File: src/rtl/wlb_pkg.sv
// Shared types and constants for the window/level to byte converter.
// Used by every module of the block and by its checker; depends on nothing.
package wlb_pkg;

    // Field and register widths.
    localparam int SAMPLE_W   = 16;
    localparam int THR_W      = 17;
    localparam int EXT_W      = THR_W + 1;
    localparam int QUO_W      = 8;
    localparam int CFG_IDX_W  = 2;
    localparam int CFG_DATA_W = THR_W;

    // Divider shape: the span needs THR_W bits, the divisor is twice the span,
    // and the dividend 510 * num + span stays below 512 * span.
    localparam int SPAN_W = THR_W;
    localparam int DVS_W  = SPAN_W + 1;
    localparam int DEND_W = SPAN_W + QUO_W + 1;

    // Quotient bits resolved per divider stage.
    localparam int STEPS_PER_STAGE = 2;
    localparam int DIV_STAGES      = QUO_W / STEPS_PER_STAGE;

    // Register stages from input to output port: two front stages,
    // the divider stages and the output register.
    localparam int PIPE_DEPTH = DIV_STAGES + 3;
    localparam int OCC_W      = $clog2(PIPE_DEPTH + 1);

    localparam logic [QUO_W-1:0] FULL_SCALE = 8'd255;
    localparam logic [QUO_W-1:0] ZERO_BYTE  = 8'd0;

    // Configuration register indexes.
    localparam logic [CFG_IDX_W-1:0] CFG_LOW_THRESHOLD  = 2'd0;
    localparam logic [CFG_IDX_W-1:0] CFG_HIGH_THRESHOLD = 2'd1;
    localparam logic [CFG_IDX_W-1:0] CFG_SAMPLE_SIGNED  = 2'd2;

    // Current configuration as seen by the front end.
    typedef struct packed {
        logic signed [THR_W-1:0] low_threshold;
        logic signed [THR_W-1:0] high_threshold;
        logic                    sample_signed;
    } t_cfg;

    // One word in flight through the divider.
    typedef struct packed {
        logic              sat_zero;
        logic              sat_full;
        logic [DEND_W-1:0] rem;
        logic [DVS_W-1:0]  dvs;
        logic [QUO_W-1:0]  quo;
    } t_div_word;

endpackage

File: src/rtl/wlb_front.sv
// Front end of the converter: classifies the sample against the window and
// builds the dividend and divisor for the rounding division. Uses wlb_pkg.
module wlb_front (
    input  logic                            i_clk,
    input  logic                            i_rst_n,
    input  wlb_pkg::t_cfg                   i_cfg,
    input  logic                            i_vld,
    output logic                            o_rdy,
    input  logic [wlb_pkg::SAMPLE_W-1:0]    i_sample,
    output logic                            o_vld,
    input  logic                            i_rdy,
    output wlb_pkg::t_div_word              o_word
);

    // Stage A registers.
    logic                           r_a_vld;
    logic                           r_a_zero;
    logic                           r_a_full;
    logic [wlb_pkg::SPAN_W-1:0]     r_a_num;
    logic [wlb_pkg::SPAN_W-1:0]     r_a_span;

    // Stage B registers.
    logic                           r_b_vld;
    wlb_pkg::t_div_word             r_b_word;

    logic                           w_a_rdy;
    logic                           w_b_rdy;
    logic signed [wlb_pkg::EXT_W-1:0] w_v;
    logic signed [wlb_pkg::EXT_W-1:0] w_low;
    logic signed [wlb_pkg::EXT_W-1:0] w_high;
    logic signed [wlb_pkg::EXT_W-1:0] w_num;
    logic signed [wlb_pkg::EXT_W-1:0] w_span;
    logic                             w_le_low;
    logic                             w_ge_high;
    logic [wlb_pkg::DEND_W-1:0]       w_dend;

    // A stage takes a word when it is empty or its word moves on.
    assign w_b_rdy = !r_b_vld || i_rdy;
    assign w_a_rdy = !r_a_vld || w_b_rdy;
    assign o_rdy   = w_a_rdy;

    // Sample and thresholds extended to one common signed width.
    always_comb begin
        if (i_cfg.sample_signed) begin
            w_v = {{(wlb_pkg::EXT_W - wlb_pkg::SAMPLE_W){i_sample[wlb_pkg::SAMPLE_W-1]}},
                   i_sample};
        end else begin
            w_v = {{(wlb_pkg::EXT_W - wlb_pkg::SAMPLE_W){1'b0}}, i_sample};
        end
        w_low     = {i_cfg.low_threshold[wlb_pkg::THR_W-1], i_cfg.low_threshold};
        w_high    = {i_cfg.high_threshold[wlb_pkg::THR_W-1], i_cfg.high_threshold};
        w_le_low  = (w_v <= w_low);
        w_ge_high = (w_v >= w_high);
        w_num     = w_v - w_low;
        w_span    = w_high - w_low;
    end

    // Stage A: window tests. Inside the window 0 < num < span < 2^17.
    always_ff @(posedge i_clk) begin
        if (!i_rst_n) begin
            r_a_vld <= 1'b0;
        end else if (w_a_rdy) begin
            r_a_vld <= i_vld;
        end
        if (w_a_rdy && i_vld) begin
            r_a_zero <= w_le_low;
            r_a_full <= !w_le_low && w_ge_high;
            r_a_num  <= w_num[wlb_pkg::SPAN_W-1:0];
            r_a_span <= w_span[wlb_pkg::SPAN_W-1:0];
        end
    end

    // Dividend 510 * num + span, built from two shifts.
    assign w_dend = {r_a_num, {(wlb_pkg::QUO_W + 1){1'b0}}}
                  - {{wlb_pkg::QUO_W{1'b0}}, r_a_num, 1'b0}
                  + {{(wlb_pkg::QUO_W + 1){1'b0}}, r_a_span};

    // Stage B: dividend and divisor ready for the divider.
    always_ff @(posedge i_clk) begin
        if (!i_rst_n) begin
            r_b_vld <= 1'b0;
        end else if (w_b_rdy) begin
            r_b_vld <= r_a_vld;
        end
        if (w_b_rdy && r_a_vld) begin
            r_b_word.sat_zero <= r_a_zero;
            r_b_word.sat_full <= r_a_full;
            r_b_word.rem      <= w_dend;
            r_b_word.dvs      <= {r_a_span, 1'b0};
            r_b_word.quo      <= wlb_pkg::ZERO_BYTE;
        end
    end

    assign o_vld  = r_b_vld;
    assign o_word = r_b_word;

endmodule

File: src/rtl/wlb_divider.sv
// Pipelined restoring divider: each stage resolves two quotient bits.
// Uses wlb_pkg for the word type and the stage count.
module wlb_divider (
    input  logic                i_clk,
    input  logic                i_rst_n,
    input  logic                i_vld,
    output logic                o_rdy,
    input  wlb_pkg::t_div_word  i_word,
    output logic                o_vld,
    input  logic                i_rdy,
    output wlb_pkg::t_div_word  o_word
);

    logic               r_vld  [wlb_pkg::DIV_STAGES];
    wlb_pkg::t_div_word r_word [wlb_pkg::DIV_STAGES];
    logic               w_rdy  [wlb_pkg::DIV_STAGES + 1];
    logic               w_in_vld  [wlb_pkg::DIV_STAGES];
    wlb_pkg::t_div_word w_in_word [wlb_pkg::DIV_STAGES];
    wlb_pkg::t_div_word w_nxt     [wlb_pkg::DIV_STAGES];

    assign w_rdy[wlb_pkg::DIV_STAGES] = i_rdy;
    assign o_rdy = w_rdy[0];
    assign o_vld  = r_vld[wlb_pkg::DIV_STAGES-1];
    assign o_word = r_word[wlb_pkg::DIV_STAGES-1];

    for (genvar s = 0; s < wlb_pkg::DIV_STAGES; s++) begin : g_stage
        if (s == 0) begin : g_first
            assign w_in_vld[s]  = i_vld;
            assign w_in_word[s] = i_word;
        end else begin : g_rest
            assign w_in_vld[s]  = r_vld[s-1];
            assign w_in_word[s] = r_word[s-1];
        end

        assign w_rdy[s] = !r_vld[s] || w_rdy[s+1];

        // Two trial subtractions of the shifted divisor, high bit first.
        always_comb begin
            logic [wlb_pkg::DEND_W-1:0] sh;
            int k;
            w_nxt[s] = w_in_word[s];
            for (int j = 0; j < wlb_pkg::STEPS_PER_STAGE; j++) begin
                k  = wlb_pkg::QUO_W - 1 - s * wlb_pkg::STEPS_PER_STAGE - j;
                sh = {{(wlb_pkg::DEND_W - wlb_pkg::DVS_W){1'b0}}, w_in_word[s].dvs} << k;
                if (w_nxt[s].rem >= sh) begin
                    w_nxt[s].rem    = w_nxt[s].rem - sh;
                    w_nxt[s].quo[k] = 1'b1;
                end
            end
        end

        always_ff @(posedge i_clk) begin
            if (!i_rst_n) begin
                r_vld[s] <= 1'b0;
            end else if (w_rdy[s]) begin
                r_vld[s] <= w_in_vld[s];
            end
            if (w_rdy[s] && w_in_vld[s]) begin
                r_word[s] <= w_nxt[s];
            end
        end
    end

endmodule

File: src/rtl/window_level_to_byte_top.sv
// Top level of the window/level to byte converter: configuration registers,
// front end, divider and output register. Uses wlb_pkg, wlb_front, wlb_divider.
//
// Maps each 16-bit sample (unsigned, or two's complement when sample_signed is
// set) to a byte: 0 at or below low_threshold, 255 at or above high_threshold,
// and (v - low) * 255 / (high - low) rounded half up in between, exact to the
// bit. One word is accepted per clock while the output is not stalled. A word
// passes through seven register stages (two front stages, four divider stages
// of two quotient bits each, and the output register), and the results leave
// in order, one result per input. The pipeline is elastic: a stalled output
// holds every stage and empty stages fill up.
// Configuration registers are read directly by the front end and should be
// written only while no word is in flight.
module window_level_to_byte_top (
    input  logic                              i_clk,
    input  logic                              i_rst_n,
    // Configuration write port.
    input  logic                              i_cfg_we,
    input  logic [wlb_pkg::CFG_IDX_W-1:0]     i_cfg_idx,
    input  logic [wlb_pkg::CFG_DATA_W-1:0]    i_cfg_data,
    // Input stream.
    input  logic                              s_axis_tvalid,
    output logic                              s_axis_tready,
    input  logic [15:0]                       s_axis_tdata,   // [15:0] sample_bits
    // Output stream.
    output logic                              m_axis_tvalid,
    input  logic                              m_axis_tready,
    output logic [7:0]                        m_axis_tdata    // [7:0] pixel_byte
);

    wlb_pkg::t_cfg      r_cfg;
    logic               r_out_vld;
    logic [7:0]         r_out_data;
    logic [7:0]         n_out_data;

    logic               w_front_vld;
    logic               w_front_rdy;
    wlb_pkg::t_div_word w_front_word;
    logic               w_div_vld;
    logic               w_div_rdy;
    wlb_pkg::t_div_word w_div_word;
    logic               w_out_rdy;

    // Configuration registers.
    always_ff @(posedge i_clk) begin
        if (!i_rst_n) begin
            r_cfg.low_threshold  <= '0;
            r_cfg.high_threshold <= '0;
            r_cfg.sample_signed  <= 1'b0;
        end else if (i_cfg_we) begin
            unique case (i_cfg_idx)
                wlb_pkg::CFG_LOW_THRESHOLD:  r_cfg.low_threshold  <= i_cfg_data;
                wlb_pkg::CFG_HIGH_THRESHOLD: r_cfg.high_threshold <= i_cfg_data;
                wlb_pkg::CFG_SAMPLE_SIGNED:  r_cfg.sample_signed  <= i_cfg_data[0];
                default: ;
            endcase
        end
    end

    wlb_front u_front (
        .i_clk    (i_clk),
        .i_rst_n  (i_rst_n),
        .i_cfg    (r_cfg),
        .i_vld    (s_axis_tvalid),
        .o_rdy    (s_axis_tready),
        .i_sample (s_axis_tdata),
        .o_vld    (w_front_vld),
        .i_rdy    (w_front_rdy),
        .o_word   (w_front_word)
    );

    wlb_divider u_div (
        .i_clk   (i_clk),
        .i_rst_n (i_rst_n),
        .i_vld   (w_front_vld),
        .o_rdy   (w_front_rdy),
        .i_word  (w_front_word),
        .o_vld   (w_div_vld),
        .i_rdy   (w_div_rdy),
        .o_word  (w_div_word)
    );

    // Saturation overrides the quotient.
    always_comb begin
        priority if (w_div_word.sat_zero) begin
            n_out_data = wlb_pkg::ZERO_BYTE;
        end else if (w_div_word.sat_full) begin
            n_out_data = wlb_pkg::FULL_SCALE;
        end else begin
            n_out_data = w_div_word.quo;
        end
    end

    // Output register.
    assign w_out_rdy = !r_out_vld || m_axis_tready;
    assign w_div_rdy = w_out_rdy;

    always_ff @(posedge i_clk) begin
        if (!i_rst_n) begin
            r_out_vld <= 1'b0;
        end else if (w_out_rdy) begin
            r_out_vld <= w_div_vld;
        end
        if (w_out_rdy && w_div_vld) begin
            r_out_data <= n_out_data;
        end
    end

    assign m_axis_tvalid = r_out_vld;
    assign m_axis_tdata  = r_out_data;

endmodule

File: config.mk
export PLATFORM = sky130hd
export DESIGN_NAME = window_level_to_byte_top
export DESIGN_NICKNAME = d
export VERILOG_FILES = /design/src/rtl/wlb_pkg.sv /design/src/rtl/wlb_front.sv /design/src/rtl/wlb_divider.sv /design/src/rtl/window_level_to_byte_top.sv
export SDC_FILE = /design/constraint.sdc
export NUM_CORES = 1
export LEC_CHECK = 0
export BUFFER_PORTS_ARGS = -buffer_cell sky130_fd_sc_hd__buf_2
export CORE_MARGIN = 2
export CORE_UTILIZATION = 40
export DETAILED_ROUTE_END_ITERATION = 7
export HOLD_SLACK_MARGIN = 0.12
export SYNTH_ARGS = -nofsm -noshare
export SYNTH_HDL_FRONTEND = slang
export SYNTH_SLANG_ARGS = --single-unit
File: constraint.sdc
create_clock -name i_clk -period 6.6 [get_ports i_clk]
set_clock_uncertainty 0.2 [all_clocks]
set_input_delay 0.33 -clock i_clk [delete_from_list [all_inputs] [get_ports i_clk]]
set_output_delay 0.33 -clock i_clk [all_outputs]
set_load 0.02 [all_outputs]
==> out/results.ini, run 1 <==
[final_layout]
layout_commonest_cell = edfxtp_1
layout_common_cells = edfxtp_1 (245), inv_1 (231), ha_1 (219), nand2_1 (185), a21oi_1 (158)
final_cells = 2967
area_growth_pct = 13.26
drive_above_1_share = 0.1006
fillCellCount = 4858
antenna_cells = 0
fin_nets = 2541

[floorplanning]
io_pins = 50
die_x_um = 231.4
core.rowCount = 83
die_h_um = 231.4
start_util = 0.4040
core_mm2 = 0.05120
dieArea_mm2 = 0.05355

[clocking]
cts-root-buf = clkbuf_16
ctsLongestPathBuffers = 3
cts-htree-levels = 2
path_clk_slew_ns = 0.06
cts_sinks = 284
cts_tree = built
numCtsBuffers = 34
worst_skew_pair.late_latency_ns = 0.54

[sta]
period_share = 0.9331
relSlewSlack = 0.2490
worstMarginPinSlew_ns = 1.124
fin_crit_ns = 6.159
whs_ns = 0.1448
final-hold-violation-count = 0
fmax_ghz = 0.1624
slew_violations = 0
finalSetupViolCount = 0

[worst_hold_path]
hold_path_class = input pin to flop
hold_end = u_front.r_a_num[0]
hold_depth = 4
hold_path_startpoint = s_axis_tdata[0]

[power_and_ir_drop]
power_density_mw_per_mm2 = 303.8
p_total_w = 0.007118
leakage_nw = 9.515
irDropWorstVdd_mv = 0.1914

[setup_path]
endpoint_kind = flop
timing.rr.end = u_div.r_word[2][50]
arrival_ns = 6.24
reg2regPathDepth = 23
reg2reg_slack_ns = 0.44
worstPathRequired_ns = 6.68
crit_type = flop to flop
r2r-start = u_div.r_word[1][26]
critPathMaxFanout = 6
startpoint_type = flop

[synth]
synth-seq-area-share = 0.3934
netlist.area_leader.share = 0.3557
syn_inst = 2145
synth_top_area_cell = edfxtp_1
synth_ff_type = edfxtp_1
synthArstFlopShare = 0
syn-num-nets = 2422
synth_area_mm2 = 0.02068
ys_ff_latch = 284
avgSynthCellArea_um2 = 9.643
yosysWarnings = 0
synth-edff-count = 245
yosys-top-cells-area = edfxtp_1 (36%), ha_1 (13%), xnor2_1 (4.2%)
post_synth_num_cell_types = 76

[place]
dp_hpwl_mm = 38.50
placedCellCount = 2871
io_buffers = 49
gp_congestion = 0.9438

[global_route]
grt.overflow.total = 0
grt_pass1_vias = 16020
antenna_found_initial = 0
grt.total_usage = 0.1809
grt_max_degree = 51
grt_pass1_wl_mm = 78.03

[drt]
drc_errors = 0
via_count = 15460
antenna_left = 0
dr.pass1.iters = 7
wirelength_mm = 47.39
drtIter0Drc = 669
viasPerCell = 5.211
routedWlPerCell_um = 15.97

[outcome]
status = finished, final reports clean

[flow_run]
maxCapViolCount = 0

-- through the flow --
stage	setup TNS, ns	util	instance area, um^2	setup WS (ns)
after floorplan	0	-	20680	0.4646
after global placement	0	0.4301	22020	0.3392
after detailed placement	0	0.4301	22020	0.2804
after CTS	0	0.4565	23370	0.2053
after global routing	-0.00001288	0.4576	23430	-0.00001288
final	0	0.4576	23430	0.4413
-- state kept, by name, summed over array words and instances (netlist names) --
signal	flops
u_front.o_vld	1
u_front.r_a_span	17
u_div.r_vld	4
r_cfg	35
m_axis_tdata	8
u_front.r_a_full	1
u_div.r_word	154
u_front.r_a_vld	1
u_front.r_a_num	17
u_front.o_word	44
m_axis_tvalid	1
u_front.r_a_zero	1
-- how the worst max path moves through the flow --
stage                             start                   to  slack [ns]
floorplan           u_div.r_word[0][32]  u_div.r_word[1][42]        0.46
global placement    u_div.r_word[0][32]  u_div.r_word[1][32]        0.34
global route         u_front.o_word[26]  u_div.r_word[0][51]    -0.00001
detailed placement  u_div.r_word[0][26]  u_div.r_word[1][36]        0.28
finish              u_div.r_word[1][26]  u_div.r_word[2][50]        0.44
CTS                 u_div.r_word[0][26]  u_div.r_word[1][36]        0.21
-- final cells by class --
cell class / instances / area (um^2) / share of cell area
Inverter: 233 / 874.6 / 0.03733
Sequential cell: 284 / 8138 / 0.3474
Clock inverter: 20 / 142.6 / 0.006088
Timing Repair Buffer: 122 / 940.9 / 0.04016
Tap cell: 680 / 850.8 / 0.03632
Clock buffer: 39 / 869.6 / 0.03712
Multi-Input combinational cell: 1589 / 11610 / 0.4956
-- cell families after synthesis --
kind of cell             count (synthesis)  synth area share
adder cells (fa/ha/maj)                237            0.1499
buffers and inverters                  272           0.05014
AO/OA/AOI/OAI                          563            0.1773
AND/OR/NAND/NOR                        587            0.1362
flip-flops                             284            0.3934
multiplexers                            66           0.03545
XOR/XNOR                               136           0.05759
-- metal layers --
| layer | wire [um] | global-route usage | share of wire |
|---|---|---|---|
| met5 | 0 | 0 | 0 |
| met4 | 2107 | 0.08548 | 0.044 |
| met3 | 1083 | 0.02227 | 0.023 |
| met2 | 24850 | 0.3509 | 0.52 |
| met1 | 19350 | 0.1920 | 0.41 |
-- report_power, final --
part / internal, W / leakage (nW) / switching [W] / total [W]
Clock: 0.000987 / 0.490 / 0.000724 / 0.00171
Combinational: 0.00144 / 6.46 / 0.00164 / 0.00308
Sequential: 0.00224 / 2.57 / 0.0000908 / 0.00233
Total: 0.00467 / 9.52 / 0.00245 / 0.00712
-- what timing repair did --
action | CTS | global route
hold buffers | 34 | 0
buffers inserted | 0 | 3
setup endpoints to repair | 0 | 35
gates resized for setup | 0 | 6
endpoints found under the hold margin | 47 | 0
-- critical path: stages, from the launching register on --
cell,delay (ns)
edfxtp_1,0.45
ha_1,0.20
inv_1,0.05
fa_1,0.42
a211oi_1,0.24
nor2_1,0.15
o41ai_2,0.29
buf_4,0.20
a31o_1,0.19
o31a_1,0.28
inv_2,0.12
o21ai_0,0.29
inv_1,0.08
ha_1,0.29
nor2b_1,0.13
o21ai_0,0.22
a21oi_1,0.18
o221ai_1,0.28
o2111ai_1,0.23
a21oi_1,0.31
o21ai_1,0.18
buf_4,0.18
nor4b_1,0.32
mux2_2,0.39
-- synthesized netlist by cell type (all sizes together) (32+ instances only) --
master and instances:
xor2 36, inv 233, nor2 154, nand2 185
o21a 35, xnor2 100, ha 219, mux2 58
edfxtp 245, nor2b 32, a21o 47, dfxtp 39
a21oi 160, a21boi 53, nor3 37, nand3 36
o21ai 118
Power figures use the tool's default switching activity.
==> run 2, diff against run 1 <==
ABC_AREA = 1   (was unset)
==> run 2 against run 1 <==
  * First-iteration DRC count up 83%
  * Global-route usage up 3.7 points
  * Via count up 20%
  * Hold slack better by 0.012 ns
  * Worst setup slack better by 0.28 ns
  * Sequential share of layout area down 1.3 points
  * Utilization down 0.75 points
  * Final cell count up 19%
  * Synthesized cell count up 27%
  * Register-to-register slack better by 0.28 ns
  * Fmax up 4.8%
  * Die area up 5.9%
==> out/results.ini, run 2 <==
[floorplanning]
start_util = 0.4058
core_mm2 = 0.05403
dieArea_mm2 = 0.05670
die_x_um = 238.1
die_h_um = 238.1
io_pins = 50
core.rowCount = 85

[final_layout]
post-route-util = 0.4501
drive_above_1_share = 0.06578
top_register = u_div.r_word
layout_common_cells = nand2_1 (638), inv_1 (384), a21oi_1 (245), edfxtp_1 (245), ha_1 (219)
area_growth_pct = 10.92
layout_commonest_cell = nand2_1
largest_reg_flops = 154
fillCellCount = 5398
fin_nets = 3094

[synth]
yosys-top-cells-area = edfxtp_1 (34%), ha_1 (12%), nand2_1 (11%)
yosysWarnings = 0
synthArstFlopShare = 0
netlist.area_leader.share = 0.3356
ys_ff_latch = 284
synth_area_mm2 = 0.02192
synth_top_area_cell = edfxtp_1
synth-edff-count = 245
syn_inst = 2729
avgSynthCellArea_um2 = 8.034
ys_top_cells_by_count = nand2_1 (638), inv_1 (385), a21oi_1 (245), edfxtp_1 (245), ha_1 (219)
synth_ff_type = edfxtp_1
post_synth_num_cell_types = 59
synthMostInstantiatedCell = nand2_1
syn-num-nets = 3006
synth-seq-area-share = 0.3712

[global_route]
grt_pass1_wl_mm = 97.15
grt.total_usage = 0.2175
grt_max_degree = 51
grt.overflow.total = 0
antenna_found_initial = 0
grt_pass1_vias = 17980

[clocking]
cts_tree = built
cts_sinks = 284
cts-root-buf = clkbuf_16
ctsLongestPathBuffers = 3
numCtsBuffers = 34
worst_skew_pair.late_latency_ns = 0.56
path_clk_slew_ns = 0.06
post_cts_resized = 0
cts-htree-levels = 2

[setup_path]
startpoint_type = flop
critPathMaxFanout = 23
cp_top_family = simple AND/OR/NAND/NOR gates
critPathBufInv = 3
endpoint_kind = flop
arrival_ns = 6.08
worstPathRequired_ns = 6.80
crit_type = flop to flop
slowest_delay_ns = 0.51
path_common_cell = nand2_1
cp_slowest_cell = edfxtp_1

[power_and_ir_drop]
irDropWorstVdd_mv = 0.1621
leakage_nw = 10.79
power_density_mw_per_mm2 = 331.4

[sta]
fin_crit_ns = 5.878
finalSetupViolCount = 0
setup_tns_ns = 0
period_share = 0.8906
rsz0062_at_grt = false
final-hold-violation-count = 0
slew_violations = 0
worstMarginPinSlew_ns = 1.025
fmax_ghz = 0.1701
relSlewSlack = 0.3156

[worst_hold_path]
hold_path_class = input pin to flop

[outcome]
status = finished, final reports clean

[drt]
dr.pass1.iters = 5
drc_errors = 0
routedWlPerCell_um = 17.53
via_count = 18550
wirelength_mm = 62.04
antenna_left = 0
drtIter0Drc = 1221
viasPerCell = 5.240

[place]
io_buffers = 49
gp_congestion = 0.9516
dp_hpwl_mm = 51.12

[flow_run]
maxCapViolCount = 0

==> run 2: cell count changes in the layout (fill, tap and decap cells not counted), moves of 30 or more <==
cell and delta:
a21boi_0 -42, a21o_1 -36, a21oi_1 +87, inv_1 +153, mux2_2 -57, nand2_1 +453, nand3_1 +70, nor2b_1 -30
o21ai_0 +90, xnor2_1 -35, xor2_1 +52
==> run 2: final cells by class <==
cell class                 instances  area (um^2)  share of cell area
timing repair buffer              88        618.1             0.02542
antenna                            1        2.502           0.0001029
clock buffer                      38        865.8             0.03560
tap                              696        870.8             0.03581
multi-input combinational       2015        12100              0.4977
clock inverter                    24        240.2            0.009879
sequential                       284         8138              0.3346
inverter                         394         1479             0.06082
==> run 2: through the flow <==
stage,cells,power (W),setup WS [ns],hold WS (ns),cell area [um^2]
after floorplan,2729,0.005259,2.424,0.2003,21920
after global placement,3445,0.006174,0.9618,0.2052,22890
after detailed placement,3445,0.006179,0.8302,0.2057,22890
after CTS,3539,0.008081,0.7889,0.1333,24320
after global routing,3539,0.008671,0.3073,0.1490,24320
final,3540,0.008059,0.7224,0.1565,24320
==> run 2: kinds of logic (layout without fill, tap and decap cells) <==
| logic type | count (synthesis) | count (layout) | share of synthesized area |
|---|---|---|---|
| compound gates | 556 | 556 | 0.1379 |
| simple gates | 1069 | 1069 | 0.2109 |
| xor+xnor | 153 | 153 | 0.06112 |
| buf+inv | 430 | 544 | 0.07739 |
| fa+ha+maj | 237 | 237 | 0.1414 |
| flops | 284 | 284 | 0.3712 |
| other cells | 0 | 1 | 0 |
==> run 2: path summary, 6_finish.rpt <==
kind,startpoint,slack (ns),end,cells past startpoint
hold reg to reg,u_div.r_word[1][53],0.22,u_div.r_word[2][53],0
hold / removal,s_axis_tdata[9],0.16,u_front.r_a_num[9],3
setup / recovery,u_div.r_word[1][26],0.72,u_div.r_word[2][29],27
setup reg to reg,u_div.r_word[1][26],0.72,u_div.r_word[2][29],27
==> run 2: worst min-delay path, delay by kind of cell <==
family	cells	cell delay, ns
buf+inv	1	0.10
xor+xnor	1	0.16
fa+ha+maj	1	0.20
==> run 2: timing repair <==
item,CTS,global route
hold buffers,32,0
buffers inserted,0,0
hold endpoints to repair,48,0
==> run 2: metal layers <==
layer  track usage  wire, um  vias to the layer above
met5             0         0                        -
met4       0.06004      1503                        0
met3       0.02499      2429                       94
met2        0.3876     30750                      427
met1        0.2784     27360                     8658
li1              -         -                     9371
==> run 2: power breakdown <==
part	leakage, nW	internal [W]	total, W	switching, W
sequential	2.58	0.00231	0.00246	0.000146
clock	0.533	0.00108	0.00186	0.000779
combinational	7.68	0.00136	0.00374	0.00238
total	10.8	0.00475	0.00806	0.00331
